`config.mk`:
```
export PLATFORM = sky130hd
export DESIGN_NAME = mono_bitmap_color_expand_blit
export DESIGN_NICKNAME = d
export VERILOG_FILES = /design/src/hw/rtl/mbce_pkg.sv /design/src/hw/rtl/mbce_front.sv /design/src/hw/rtl/mbce_queue.sv /design/src/hw/rtl/mbce_back.sv /design/src/hw/rtl/mono_bitmap_color_expand_blit.sv
export SDC_FILE = /design/constraint.sdc
export NUM_CORES = 1
export LEC_CHECK = 0
export BUFFER_PORTS_ARGS = -buffer_cell sky130_fd_sc_hd__buf_2
export CORE_MARGIN = 4
export CORE_UTILIZATION = 30
export CTS_CLUSTER_SIZE = 30
export DETAILED_ROUTE_END_ITERATION = 7
export SETUP_SLACK_MARGIN = 0.15
export SYNTH_ARGS = -nofsm -noshare
export SYNTH_HDL_FRONTEND = slang
export SYNTH_SLANG_ARGS = --single-unit
```
`constraint.sdc`:
```
create_clock -name clk -period 13.7 [get_ports clk]
set_input_delay 2.74 -clock clk [delete_from_list [all_inputs] [get_ports clk]]
set_output_delay 2.74 -clock clk [all_outputs]
set_load 0.01 [all_outputs]
```
`src/hw/rtl/mbce_pkg.sv`:
```
// Shared types and constants for the monochrome bitmap color expansion blit.
package mbce_pkg;

  localparam int unsigned MAX_DIM   = 4096;
  localparam int unsigned DIM_W     = 13;
  localparam int unsigned COORD_W   = 12;
  localparam int unsigned COLOR_W   = 32;
  localparam int unsigned ORG_W     = 16;
  localparam int unsigned CFG_IDX_W = 3;
  localparam int unsigned CFG_DAT_W = 32;
  localparam int unsigned BPL_W     = 11;
  localparam int unsigned Q_DEPTH   = 2;
  localparam int unsigned Q_PTR_W   = 1;
  localparam int unsigned Q_CNT_W   = 2;

  localparam logic [DIM_W-1:0] CNT_MAX     = 13'h1FFF;
  localparam logic [DIM_W-1:0] MAX_DIM_VAL = 13'(MAX_DIM);

  typedef enum logic [CFG_IDX_W-1:0] {
    REG_DEST_WIDTH   = 3'd0,
    REG_DEST_HEIGHT  = 3'd1,
    REG_ORIGIN_X     = 3'd2,
    REG_ORIGIN_Y     = 3'd3,
    REG_IMAGE_WIDTH  = 3'd4,
    REG_IMAGE_HEIGHT = 3'd5,
    REG_SKIP_ROWS    = 3'd6,
    REG_FG_COLOR     = 3'd7
  } cfg_reg_t;

  // One byte's worth of drawing work: lanes to emit and where they land.
  typedef struct packed {
    logic [7:0]         mask;
    logic [COORD_W-1:0] base_x;
    logic [COORD_W-1:0] y;
    logic [COLOR_W-1:0] color;
  } job_t;

  function automatic logic [2:0] lowest_bit(input logic [7:0] m);
    logic [2:0] idx;
    idx = 3'd0;
    for (int i = 7; i >= 0; i--) begin
      if (m[i]) begin
        idx = 3'(i);
      end
    end
    return idx;
  endfunction

endpackage

```
`src/hw/rtl/mbce_front.sv`:
```
// Front end: configuration registers, row/column counters and byte classification.
module mbce_front (
  input  logic                           clk,
  input  logic                           rst_n,
  input  logic                           cfg_we,
  input  logic [mbce_pkg::CFG_IDX_W-1:0] cfg_index,
  input  logic [mbce_pkg::CFG_DAT_W-1:0] cfg_data,
  input  logic                           in_valid,
  output logic                           in_ready,
  input  logic [7:0]                     in_bitmap_byte,
  input  logic                           in_first_byte,
  input  logic                           q_full,
  output logic                           q_push,
  output mbce_pkg::job_t                 q_job
);
  import mbce_pkg::*;

  logic [DIM_W-1:0]   dest_width_r, dest_height_r, image_width_r, image_height_r;
  logic [DIM_W-1:0]   skip_rows_r;
  logic [ORG_W-1:0]   origin_x_r, origin_y_r;
  logic [COLOR_W-1:0] fg_color_r;
  logic [DIM_W-1:0]   col_r, col_nxt, row_r, row_nxt;

  logic               accept;
  logic [DIM_W-1:0]   col_eff, row_eff;
  logic [DIM_W:0]     width_plus;
  logic [BPL_W-1:0]   bpl;
  logic               bpl_zero;
  logic [DIM_W-1:0]   dw, dh;
  logic [ORG_W:0]     right_edge;
  logic               fits;
  logic [17:0]        drow;
  logic               row_ok;
  logic [15:0]        colpx;
  logic [16:0]        rem;
  logic [7:0]         lanes;
  logic [7:0]         mask;
  logic [DIM_W:0]     col_inc;

  always_ff @(posedge clk) begin
    if (!rst_n) begin
      dest_width_r   <= '0;
      dest_height_r  <= '0;
      origin_x_r     <= '0;
      origin_y_r     <= '0;
      image_width_r  <= '0;
      image_height_r <= '0;
      skip_rows_r    <= '0;
      fg_color_r     <= '0;
    end else if (cfg_we) begin
      unique case (cfg_reg_t'(cfg_index))
        REG_DEST_WIDTH:   dest_width_r   <= cfg_data[DIM_W-1:0];
        REG_DEST_HEIGHT:  dest_height_r  <= cfg_data[DIM_W-1:0];
        REG_ORIGIN_X:     origin_x_r     <= cfg_data[ORG_W-1:0];
        REG_ORIGIN_Y:     origin_y_r     <= cfg_data[ORG_W-1:0];
        REG_IMAGE_WIDTH:  image_width_r  <= cfg_data[DIM_W-1:0];
        REG_IMAGE_HEIGHT: image_height_r <= cfg_data[DIM_W-1:0];
        REG_SKIP_ROWS:    skip_rows_r    <= cfg_data[DIM_W-1:0];
        REG_FG_COLOR:     fg_color_r     <= cfg_data[COLOR_W-1:0];
        default:          fg_color_r     <= fg_color_r;
      endcase
    end
  end

  assign in_ready = !q_full;
  assign accept   = in_valid && in_ready;

  assign col_eff    = in_first_byte ? '0 : col_r;
  assign row_eff    = in_first_byte ? '0 : row_r;
  assign width_plus = {1'b0, image_width_r} + (DIM_W+1)'(7);
  assign bpl        = width_plus[DIM_W:3];
  assign bpl_zero   = (image_width_r == '0);

  assign dw = (dest_width_r  > MAX_DIM_VAL) ? MAX_DIM_VAL : dest_width_r;
  assign dh = (dest_height_r > MAX_DIM_VAL) ? MAX_DIM_VAL : dest_height_r;

  assign right_edge = {2'b00, origin_x_r[ORG_W-2:0]} + (ORG_W+1)'(image_width_r);
  assign fits       = !origin_x_r[ORG_W-1] && (right_edge <= (ORG_W+1)'(dw));

  assign drow   = {{2{origin_y_r[ORG_W-1]}}, origin_y_r} + 18'(row_eff) - 18'(skip_rows_r);
  assign row_ok = fits && (row_eff >= skip_rows_r) && (row_eff < image_height_r) &&
                  !drow[17] && (drow[16:0] < 17'(dh));

  assign colpx = {col_eff, 3'b000};
  assign rem   = 17'(image_width_r) - 17'(colpx);

  always_comb begin
    if (rem[16] || rem == '0) begin
      lanes = 8'h00;
    end else if (rem >= 17'd8) begin
      lanes = 8'hFF;
    end else begin
      lanes = (8'h01 << rem[2:0]) - 8'h01;
    end
  end

  assign mask = in_bitmap_byte & lanes & {8{row_ok}};

  assign q_job.mask   = mask;
  assign q_job.base_x = origin_x_r[COORD_W-1:0] + colpx[COORD_W-1:0];
  assign q_job.y      = drow[COORD_W-1:0];
  assign q_job.color  = fg_color_r;
  assign q_push       = accept && !bpl_zero && (mask != 8'h00);

  assign col_inc = {1'b0, col_eff} + (DIM_W+1)'(1);

  always_comb begin
    col_nxt = col_r;
    row_nxt = row_r;
    if (accept) begin
      col_nxt = col_eff;
      row_nxt = row_eff;
      if (!bpl_zero) begin
        if (col_inc >= (DIM_W+1)'(bpl)) begin
          col_nxt = '0;
          row_nxt = (row_eff == CNT_MAX) ? row_eff : row_eff + DIM_W'(1);
        end else begin
          col_nxt = col_inc[DIM_W-1:0];
        end
      end
    end
  end

  always_ff @(posedge clk) begin
    if (!rst_n) begin
      col_r <= '0;
      row_r <= '0;
    end else begin
      col_r <= col_nxt;
      row_r <= row_nxt;
    end
  end

`ifndef SYNTH
  a_push_has_ready: assert property (@(posedge clk) disable iff (!rst_n)
    q_push |-> (in_valid && !q_full))
    else $error("job pushed without an accepted byte");
  a_push_in_row: assert property (@(posedge clk) disable iff (!rst_n)
    q_push |-> (row_ok && fits))
    else $error("job pushed for a row that is not drawn");
`endif

endmodule

```
`src/hw/rtl/mbce_queue.sv`:
```
// Short job queue between the front end and the pixel expander.
module mbce_queue (
  input  logic           clk,
  input  logic           rst_n,
  input  logic           push,
  input  mbce_pkg::job_t push_job,
  output logic           full,
  input  logic           pop,
  output logic           head_valid,
  output mbce_pkg::job_t head_job
);
  import mbce_pkg::*;

  job_t               entries [Q_DEPTH];
  logic [Q_PTR_W-1:0] wr_ptr_r, wr_ptr_nxt, rd_ptr_r, rd_ptr_nxt;
  logic [Q_CNT_W-1:0] count_r, count_nxt;
  logic               do_push, do_pop;

  assign full       = (count_r == Q_CNT_W'(Q_DEPTH));
  assign head_valid = (count_r != '0);
  assign head_job   = entries[rd_ptr_r];
  assign do_push    = push && !full;
  assign do_pop     = pop && head_valid;

  always_comb begin
    wr_ptr_nxt = do_push ? wr_ptr_r + Q_PTR_W'(1) : wr_ptr_r;
    rd_ptr_nxt = do_pop  ? rd_ptr_r + Q_PTR_W'(1) : rd_ptr_r;
    count_nxt  = count_r;
    if (do_push && !do_pop) begin
      count_nxt = count_r + Q_CNT_W'(1);
    end else if (do_pop && !do_push) begin
      count_nxt = count_r - Q_CNT_W'(1);
    end
  end

  always_ff @(posedge clk) begin
    if (!rst_n) begin
      wr_ptr_r <= '0;
      rd_ptr_r <= '0;
      count_r  <= '0;
    end else begin
      wr_ptr_r <= wr_ptr_nxt;
      rd_ptr_r <= rd_ptr_nxt;
      count_r  <= count_nxt;
    end
  end

  always_ff @(posedge clk) begin
    if (do_push) begin
      entries[wr_ptr_r] <= push_job;
    end
  end

`ifndef SYNTH
  a_no_overflow: assert property (@(posedge clk) disable iff (!rst_n)
    push |-> !full)
    else $error("push into a full queue");
  a_count_bound: assert property (@(posedge clk) disable iff (!rst_n)
    count_r <= Q_CNT_W'(Q_DEPTH))
    else $error("queue count out of range");
`endif

endmodule

```
`src/hw/rtl/mbce_back.sv`:
```
// Back end: expands one job into pixel writes, one per cycle while out_ready is high.
module mbce_back (
  input  logic                         clk,
  input  logic                         rst_n,
  input  logic                         q_valid,
  input  mbce_pkg::job_t               q_job,
  output logic                         q_pop,
  output logic                         out_valid,
  input  logic                         out_ready,
  output logic [mbce_pkg::COORD_W-1:0] out_pixel_x,
  output logic [mbce_pkg::COORD_W-1:0] out_pixel_y,
  output logic [mbce_pkg::COLOR_W-1:0] out_pixel_color,
  output logic                         out_last_of_byte
);
  import mbce_pkg::*;

  job_t       cur_r, cur_nxt;
  logic       cur_valid_r, cur_valid_nxt;
  logic       take, load;
  logic [7:0] rest;
  logic [2:0] idx;

  assign idx  = lowest_bit(cur_r.mask);
  assign rest = cur_r.mask & (cur_r.mask - 8'h01);
  assign take = out_valid && out_ready;
  assign load = !cur_valid_r || (take && rest == 8'h00);
  assign q_pop = load && q_valid;

  assign out_valid        = cur_valid_r;
  assign out_pixel_x      = cur_r.base_x + COORD_W'(idx);
  assign out_pixel_y      = cur_r.y;
  assign out_pixel_color  = cur_r.color;
  assign out_last_of_byte = (rest == 8'h00);

  always_comb begin
    cur_nxt       = cur_r;
    cur_valid_nxt = cur_valid_r;
    if (load) begin
      cur_valid_nxt = q_valid;
      cur_nxt       = q_job;
    end else if (take) begin
      cur_nxt.mask = rest;
    end
  end

  always_ff @(posedge clk) begin
    if (!rst_n) begin
      cur_valid_r <= 1'b0;
    end else begin
      cur_valid_r <= cur_valid_nxt;
    end
  end

  always_ff @(posedge clk) begin
    cur_r <= cur_nxt;
  end

`ifndef SYNTH
  a_mask_live: assert property (@(posedge clk) disable iff (!rst_n)
    cur_valid_r |-> (cur_r.mask != 8'h00))
    else $error("active job with no pixels left");
  a_mask_shrinks: assert property (@(posedge clk) disable iff (!rst_n)
    (take && !out_last_of_byte) |=> (cur_valid_r && $countones(cur_r.mask) ==
                                    $countones($past(cur_r.mask)) - 1))
    else $error("pixel mask did not drop exactly one lane");
`endif

endmodule

```
`src/hw/rtl/mono_bitmap_color_expand_blit.sv`:
```
// Top level of the monochrome bitmap color expansion blit.
// Usage:
//   The input channel (in_valid/in_ready) takes one bitmap byte per transaction,
//   bit 0 the leftmost pixel, rows padded to whole bytes. in_first_byte marks
//   row 0, byte 0 of a new image and clears the row and column counters.
//   The output channel (out_valid/out_ready) carries one pixel write per
//   transaction: x, y, color and a flag on the last write caused by a byte.
//   Configuration registers are written through cfg_we/cfg_index/cfg_data; the
//   user must do so only while no byte is in flight, which the block does not
//   enforce; they take effect on the next byte. With the expander free, a byte's
//   job goes into the queue and then into the expander's current-job register,
//   where out_valid rises. Throughput: the pixel expander emits one write per
//   cycle while out_ready is high, so a byte yields one write per drawn bit (up
//   to 8); bytes that draw nothing never reach the queue. A two-entry job queue
//   lets the front end keep taking bytes while the expander works.
//   Reset clears the registers, the counters and the queue.
//   When the receiver stalls, the current pixel holds, the queue fills and
//   then in_ready drops.
module mono_bitmap_color_expand_blit (
  input  logic                           clk,
  input  logic                           rst_n,
  input  logic                           cfg_we,
  input  logic [mbce_pkg::CFG_IDX_W-1:0] cfg_index,
  input  logic [mbce_pkg::CFG_DAT_W-1:0] cfg_data,
  input  logic                           in_valid,
  output logic                           in_ready,
  input  logic [7:0]                     in_bitmap_byte,
  input  logic                           in_first_byte,
  output logic                           out_valid,
  input  logic                           out_ready,
  output logic [mbce_pkg::COORD_W-1:0]   out_pixel_x,
  output logic [mbce_pkg::COORD_W-1:0]   out_pixel_y,
  output logic [mbce_pkg::COLOR_W-1:0]   out_pixel_color,
  output logic                           out_last_of_byte
);
  import mbce_pkg::*;

  logic q_full, q_push, q_pop, q_valid;
  job_t push_job, head_job;

  mbce_front u_front (
    .clk            (clk),
    .rst_n          (rst_n),
    .cfg_we         (cfg_we),
    .cfg_index      (cfg_index),
    .cfg_data       (cfg_data),
    .in_valid       (in_valid),
    .in_ready       (in_ready),
    .in_bitmap_byte (in_bitmap_byte),
    .in_first_byte  (in_first_byte),
    .q_full         (q_full),
    .q_push         (q_push),
    .q_job          (push_job)
  );

  mbce_queue u_queue (
    .clk        (clk),
    .rst_n      (rst_n),
    .push       (q_push),
    .push_job   (push_job),
    .full       (q_full),
    .pop        (q_pop),
    .head_valid (q_valid),
    .head_job   (head_job)
  );

  mbce_back u_back (
    .clk              (clk),
    .rst_n            (rst_n),
    .q_valid          (q_valid),
    .q_job            (head_job),
    .q_pop            (q_pop),
    .out_valid        (out_valid),
    .out_ready        (out_ready),
    .out_pixel_x      (out_pixel_x),
    .out_pixel_y      (out_pixel_y),
    .out_pixel_color  (out_pixel_color),
    .out_last_of_byte (out_last_of_byte)
  );

endmodule
```
# Word-level counts from Yosys, hierarchy flattened
# Memory sizes are Yosys's and may differ from the RTL's. A register that Yosys moved wholly into a read port is not among the register bits.
# Index checks and enable logic that the tools add are counted.
[classes]
n_mux = 27
n_reduce_logical = 40
addsub = 15
bitwise_logic = 3
magnitude_cmp = 8
n_shift = 1
n_eq_ne = 9
[op_table]
columns = ["cell", "count"]
rows = [
  ["$mux W13", 9],
  ["$mux W8", 4],
  ["$gt A13 B13 Y1 const B", 2],
  ["$and A8 B8 Y8", 3],
  ["$mux W3", 8],
  ["$sub A18 B13 Y18", 1],
  ["$add A16 B14 Y17", 1],
  ["$ge A17 B4 Y1 const B", 1],
  ["$le A17 B13 Y1", 1],
  ["$logic_not A17 Y1", 1],
  ["$lt A17 B13 Y1", 1],
  ["$sub A13 B16 Y17", 1],
  ["$add A15 B13 Y16", 1],
  ["$reduce_and A2 Y1", 8],
  ["$sub A8 B1 Y8 const B", 2],
  ["$logic_and A1 B1 Y1", 15],
  ["$add A13 B1 Y14 const B", 1],
  ["$add A13 B3 Y14 const B", 1],
  ["$ge A14 B11 Y1", 1],
  ["$add A13 B1 Y13 const B", 1],
  ["$eq A13 B13 Y1 const B", 1],
  ["$ge A13 B13 Y1", 1],
  ["$logic_not A13 Y1", 1],
  ["$lt A13 B13 Y1", 1],
  ["18 further kinds", 36],
]
[totals]
output_inout_bits = 59
in_bits = 49
ramBits = 128
elab_cells = 122
ff_bits = 224
memories = 1
[mem_list]
columns = ["memory", "words", "width", "rd", "rd_clocked_by_memory_dff", "wr", "line", "source"]
rows = [
  ["u_queue.entries", 2, 64, 1, 1, 1, "mbce_queue.sv:14", "job_t entries [Q_DEPTH];"],
]

# Depth between registers and ports, before layout
[logic_depth]
ltp_word = 16
depth_mapped = 33
depth_no_buf = 30

# By module
# From an unflattened synthesis, not the netlist that was laid out.
[hier_totals]
hier_cells = 1897
area_unflattened_um2 = 18621.6
[modules_own_cells]
columns = ["mod", "instances", "area_per_inst_um2", "seq_area_each_um2", "cells_per_inst"]
rows = [
  ["mbce_front", 1, 10775.3, 3103.0, 1464],
  ["mbce_queue", 1, 4873.4, 3943.8, 224],
  ["mbce_back", 1, 2972.9, 1941.9, 209],
]

# Worst setup path before layout
# OpenSTA, ideal clock, no wires.
[synth_path]
path_type = "input-to-reg"
from = "input in_first_byte"
to = "memory u_queue.entries[1][0] (netlist bit) (enable)"
arrival_time_ns = 13.444
path_stages = 26
path_slack_ns = -0.388
path_buffers = 3
setup_time_ns = 0.644
t_required_ns = 13.056
path_cell_list = "buf_6 > clkbuf_1 > nor2b_1 > ha_1 > inv_1 > or4_4 > o21ai_4 > a21oi_1 > nor2_1 > nor2_1 > xnor2_1 > ha_1 > o21a_1 > nor2_1 > a31oi_1 > xnor2_1 > ha_1 > or4_1 > a21oi_1 > o311ai_0 > nor3b_1 > nand4_1 > nor4b_2 > o2111ai_1 > buf_4 > nor4_1"
[synth_between]
elab_chain_cells = 12
word_cells_on_any_way = 25
cone_classes = "add/sub (3); order compare (4); mux (6); bitwise (2); reduce/logical (10)"
[synth_rtl]
columns = ["element", "line", "source"]
rows = [
  ["start, declared", "mono_bitmap_color_expand_blit.sv:28", "input logic in_first_byte,"],
  ["branches (longest 6 deep; another with $sub A18 B13 Y18)", "-", ""],
  ["$and A8 B8 Y8 *", "mbce_front.sv:97", "assign mask = in_bitmap_byte & lanes & {8{row_ok}};"],
  ["$reduce_bool A8 Y1 *", "mbce_front.sv:103", "assign q_push = accept && !bpl_zero && (mask != 8'h00);"],
  ["$logic_and A1 B1 Y1 *", "mbce_front.sv:103", ""],
  ["$logic_and A1 B1 Y1 *", "mbce_queue.sv:22", "assign do_push = push && !full;"],
  ["$mux W1 *", "mbce_queue.sv:49", "if (do_push) begin"],
  ["$mux W1 (implied by the code) *", "mbce_queue.sv:50", "entries[wr_ptr_r] <= push_job;"],
  ["end, declared", "mbce_queue.sv:14", ""],
]
# Mark *: on every way between the ends.

==> key figures <==
Outcome
  – Status: completed

Global route
  – Total gr overflow: 0
  – Initial antenna violation count: 1
  – Number of global-route vias before repair: 13,982
  – First-pass GRT wire length: 78,890 um
  – Gr usage total: 0.1477
  – Largest net degree at the start of global routing: 90

Worst setup path
  – Kind of critical path: input port to flop
  – Worst EP arrival: 10.45 ns
  – Worst Setup End Kind: flop
  – Reg2Reg Depth: 26
  – CP Launch Type: input port
  – CP required: 13.86 ns
  – Critical Path Fanout Max: 55

Synth
  – Syn Inst Count: between 1,500 and 2,000
  – Register area share after synthesis: 0.4789
  – Most common cell in the synthesized netlist: nand2_1
  – Yosys reg bits: between 300 and 400
  – Mapped cell area: 18,770 um2
  – Ys flop type: edfxtp_1
  – Post-synth ARST share: 0
  – Commonest cells post-synth: 386 x nand2_1, 222 x a21oi_1, 192 x edfxtp_1, 161 x dfxtp_1, 117 x ha_1
  – Avg Cell Area, Syn: 9.691 um2
  – YS warnings: 0
  – Mapped Nets: 2,108
  – Cell variety after synth: 87
  – EDFF count, synth: 192
  – Post-synth top area cell: edfxtp_1
  – Ranking of synthesized cells by area: edfxtp_1 31%, dfxtp_1 17%, ha_1 7.8%, nand2_1 7.7%, a21oi_1 5.9%
  – Top-area cell type share of the netlist area: 0.3072

Timing
  – Final Hold Viols: 0
  – Worst setup margin: 3.407 ns
  – RSZ-0062 raised after global routing: false
  – Final period utilization: 0.7513
  – Max_slew headroom: 0.2144
  – Clk_skew: around 0.017 ns
  – Period minus WS final: between 10 and 15 ns
  – Final setup vio count: 0
  – Worst-Margin Slew: roughly 1.2 ns
  – Pins Over Slew Limit: 0
  – Peak Freq: between 0.09 and 0.1 GHz
  – Sum Neg Setup Slack: 0 ns

Clocking
  – Clock root cell: clkbuf_16
  – CTS tree: built
  – Setup bufs post-CTS: 0
  – CTS Buf Count: 36
  – Buffer depth of the longest clock path: 3
  – Resized cells post-CTS: 0
  – CTS H-Tree Depth: 2
  – Worst-Skew Late Latency: between 0.5 and 0.6 ns
  – Clock sink count: between 300 and 400
  – Clock Pin Slew Worst Setup and Hold Paths: around 0.060 ns
  – Post-cts hold buffer count: 0

Routing
  – Initial DRT Pass Iterations: 5
  – Routed wire length: 50,870 um
  – Vias per cell: 5.019
  – Routed len/inst: between 15 and 20 um
  – DRC errors left: 0
  – 1st-iter DRT viols: 1,115
  – Routed Antenna Nets: 0
  – DR vias: 14,219

Cells and area
  – # fillers: a little over 6,000
  – Synth-to-Final Area Change: 11.43%
  – Number of inserted diodes: 0
  – Nets: 2,139
  – Layout cells sized above 1: 0.1373

Placement
  – PortBufs: ~110
  – DP HPWL: 36,370 um
  – Dpl ws: 2.829 ns
  – Gp weighted congestion: 0.9009

Floorplan
  – Die area: 66,630 um2
  – I/O pin count: around 110
  – Initial core utilization: 0.3036
  – Chip width: 258.1 um
  – DIE HEIGHT: 258.1 um
  – # rows: 91
  – Core area: roughly 62,000 um2

Power
  – Leakage: 7.739 nW
  – Power Density: 136.8 nW/um2
  – Peak supply drop: ~0.065 mV

Run
  – Max-Cap Viols: 0

Hold path
  – Depth of the worst hold-timing path: 0
  – Hold Path Class: flop to flop
-- worst paths after layout --
kind,slack (ns),startpoint,end
hold reg to reg,0.45,u_front.fg_color_r[29],u_queue.entries[1][29]
hold / removal,0.45,u_front.fg_color_r[29],u_queue.entries[1][29]
setup reg to reg,5.56,u_front.row_r[1],u_queue.entries[0][43]
setup / recovery,3.41,in_first_byte,u_queue.entries[0][43]
-- final cells by class --
| type | count | area [um2] | share of cell area |
|---|---|---|---|
| clock buffer | 51 | 1030 | 0.04923 |
| clock inverter | 15 | 93.84 | 0.004486 |
| inverter | 82 | 310.3 | 0.01484 |
| multi-input combinational | 1374 | 8805 | 0.4209 |
| sequential | 353 | 8990 | 0.4298 |
| tap | 837 | 1047 | 0.05007 |
| timing repair buffer | 121 | 640.6 | 0.03063 |
-- cell usage in the layout (no fill, tap or decap), types with 56 or more instances in the layout --
master    synthesis  layout
buf_2             2     107
nand2_1         386     386
o21ai_0          56      56
a21oi_1         222     222
ha_1            117     117
nor2_1           88      87
inv_1            80      79
edfxtp_1        192     192
mux2_2           61      61
xnor2_1          56      56
dfxtp_1         161     160
-- cell families after synthesis --
group / count (synthesis) / synth area share
AOI/OAI and AO/OA: 422 / 0.1377
xor gates and xnor gates: 82 / 0.03826
adders and majority gates: 123 / 0.08386
buffers and inverters: 210 / 0.05379
DFF: 353 / 0.4789
muxes: 74 / 0.04353
and+or+nand+nor: 673 / 0.1640
-- flip-flops by register name (all words and copies together) (netlist names), 16 cells and up, named ones only --
register and cells:
u_back.cur_r 20, u_back.out_pixel_color 32, u_front.fg_color_r 32, u_front.origin_x_r 16, u_front.origin_y_r 16, u_queue.entries 128
-- stage by stage --
stage / total power [mW] / instance area (um2) / utilization / std cells / hold WS [ns]
4_1_cts: 2.892 / 20920 / 0.3383 / 2833 / 0.4512
2_1_floorplan: 1.793 / 18780 / - / 1937 / 0.4254
3_3_place_gp: 1.935 / 19790 / 0.3201 / 2767 / 0.4287
5_1_grt: 3.000 / 20920 / 0.3383 / 2833 / 0.4608
3_5_place_dp: 1.945 / 19790 / 0.3201 / 2767 / 0.4378
6_report: 2.862 / 20920 / 0.3383 / 2833 / 0.4500
-- where the power goes --
| part | total, mW | leakage (nW) | switching (mW) | internal (mW) |
|---|---|---|---|---|
| clock network | 0.943 | 0.552 | 0.414 | 0.529 |
| registers | 1.31 | 3.14 | 0.0670 | 1.25 |
| logic | 0.605 | 4.04 | 0.371 | 0.235 |
-- critical path, cell delays in order --
cell and delay [ns]:
buf_2 0.57, nor2b_1 0.24, xor2_1 0.19, ha_1 0.20, a31oi_1 0.07, o22a_1 0.30
nor2_1 0.20, nand2_1 0.07, o21ai_0 0.19, xor2_1 0.21, ha_1 0.33, a211oi_1 0.30
a32oi_1 0.17, a21oi_1 0.25, o21bai_1 0.10, a21oi_1 0.17, xnor2_1 0.22, ha_1 0.31
nor2b_1 0.13, o21ai_0 0.21, o311ai_0 0.19, nor3b_1 0.25, nand4_1 0.14, nor4b_2 0.39
o2111ai_1 0.63, nor4_4 0.80, buf_4 0.71
-- per-layer routing --
metal	part of all wire	wire [um]	vias to the layer above	global-route usage
met3	0.052	2660	75	0.02393
met2	0.47	23730	379	0.2460
met4	0.024	1203	2	0.03964
met1	0.46	23260	6896	0.2001
li1	-	-	6867	-
met5	0.00026	13	-	0
Note: power is estimated with default switching activity, not from simulation.
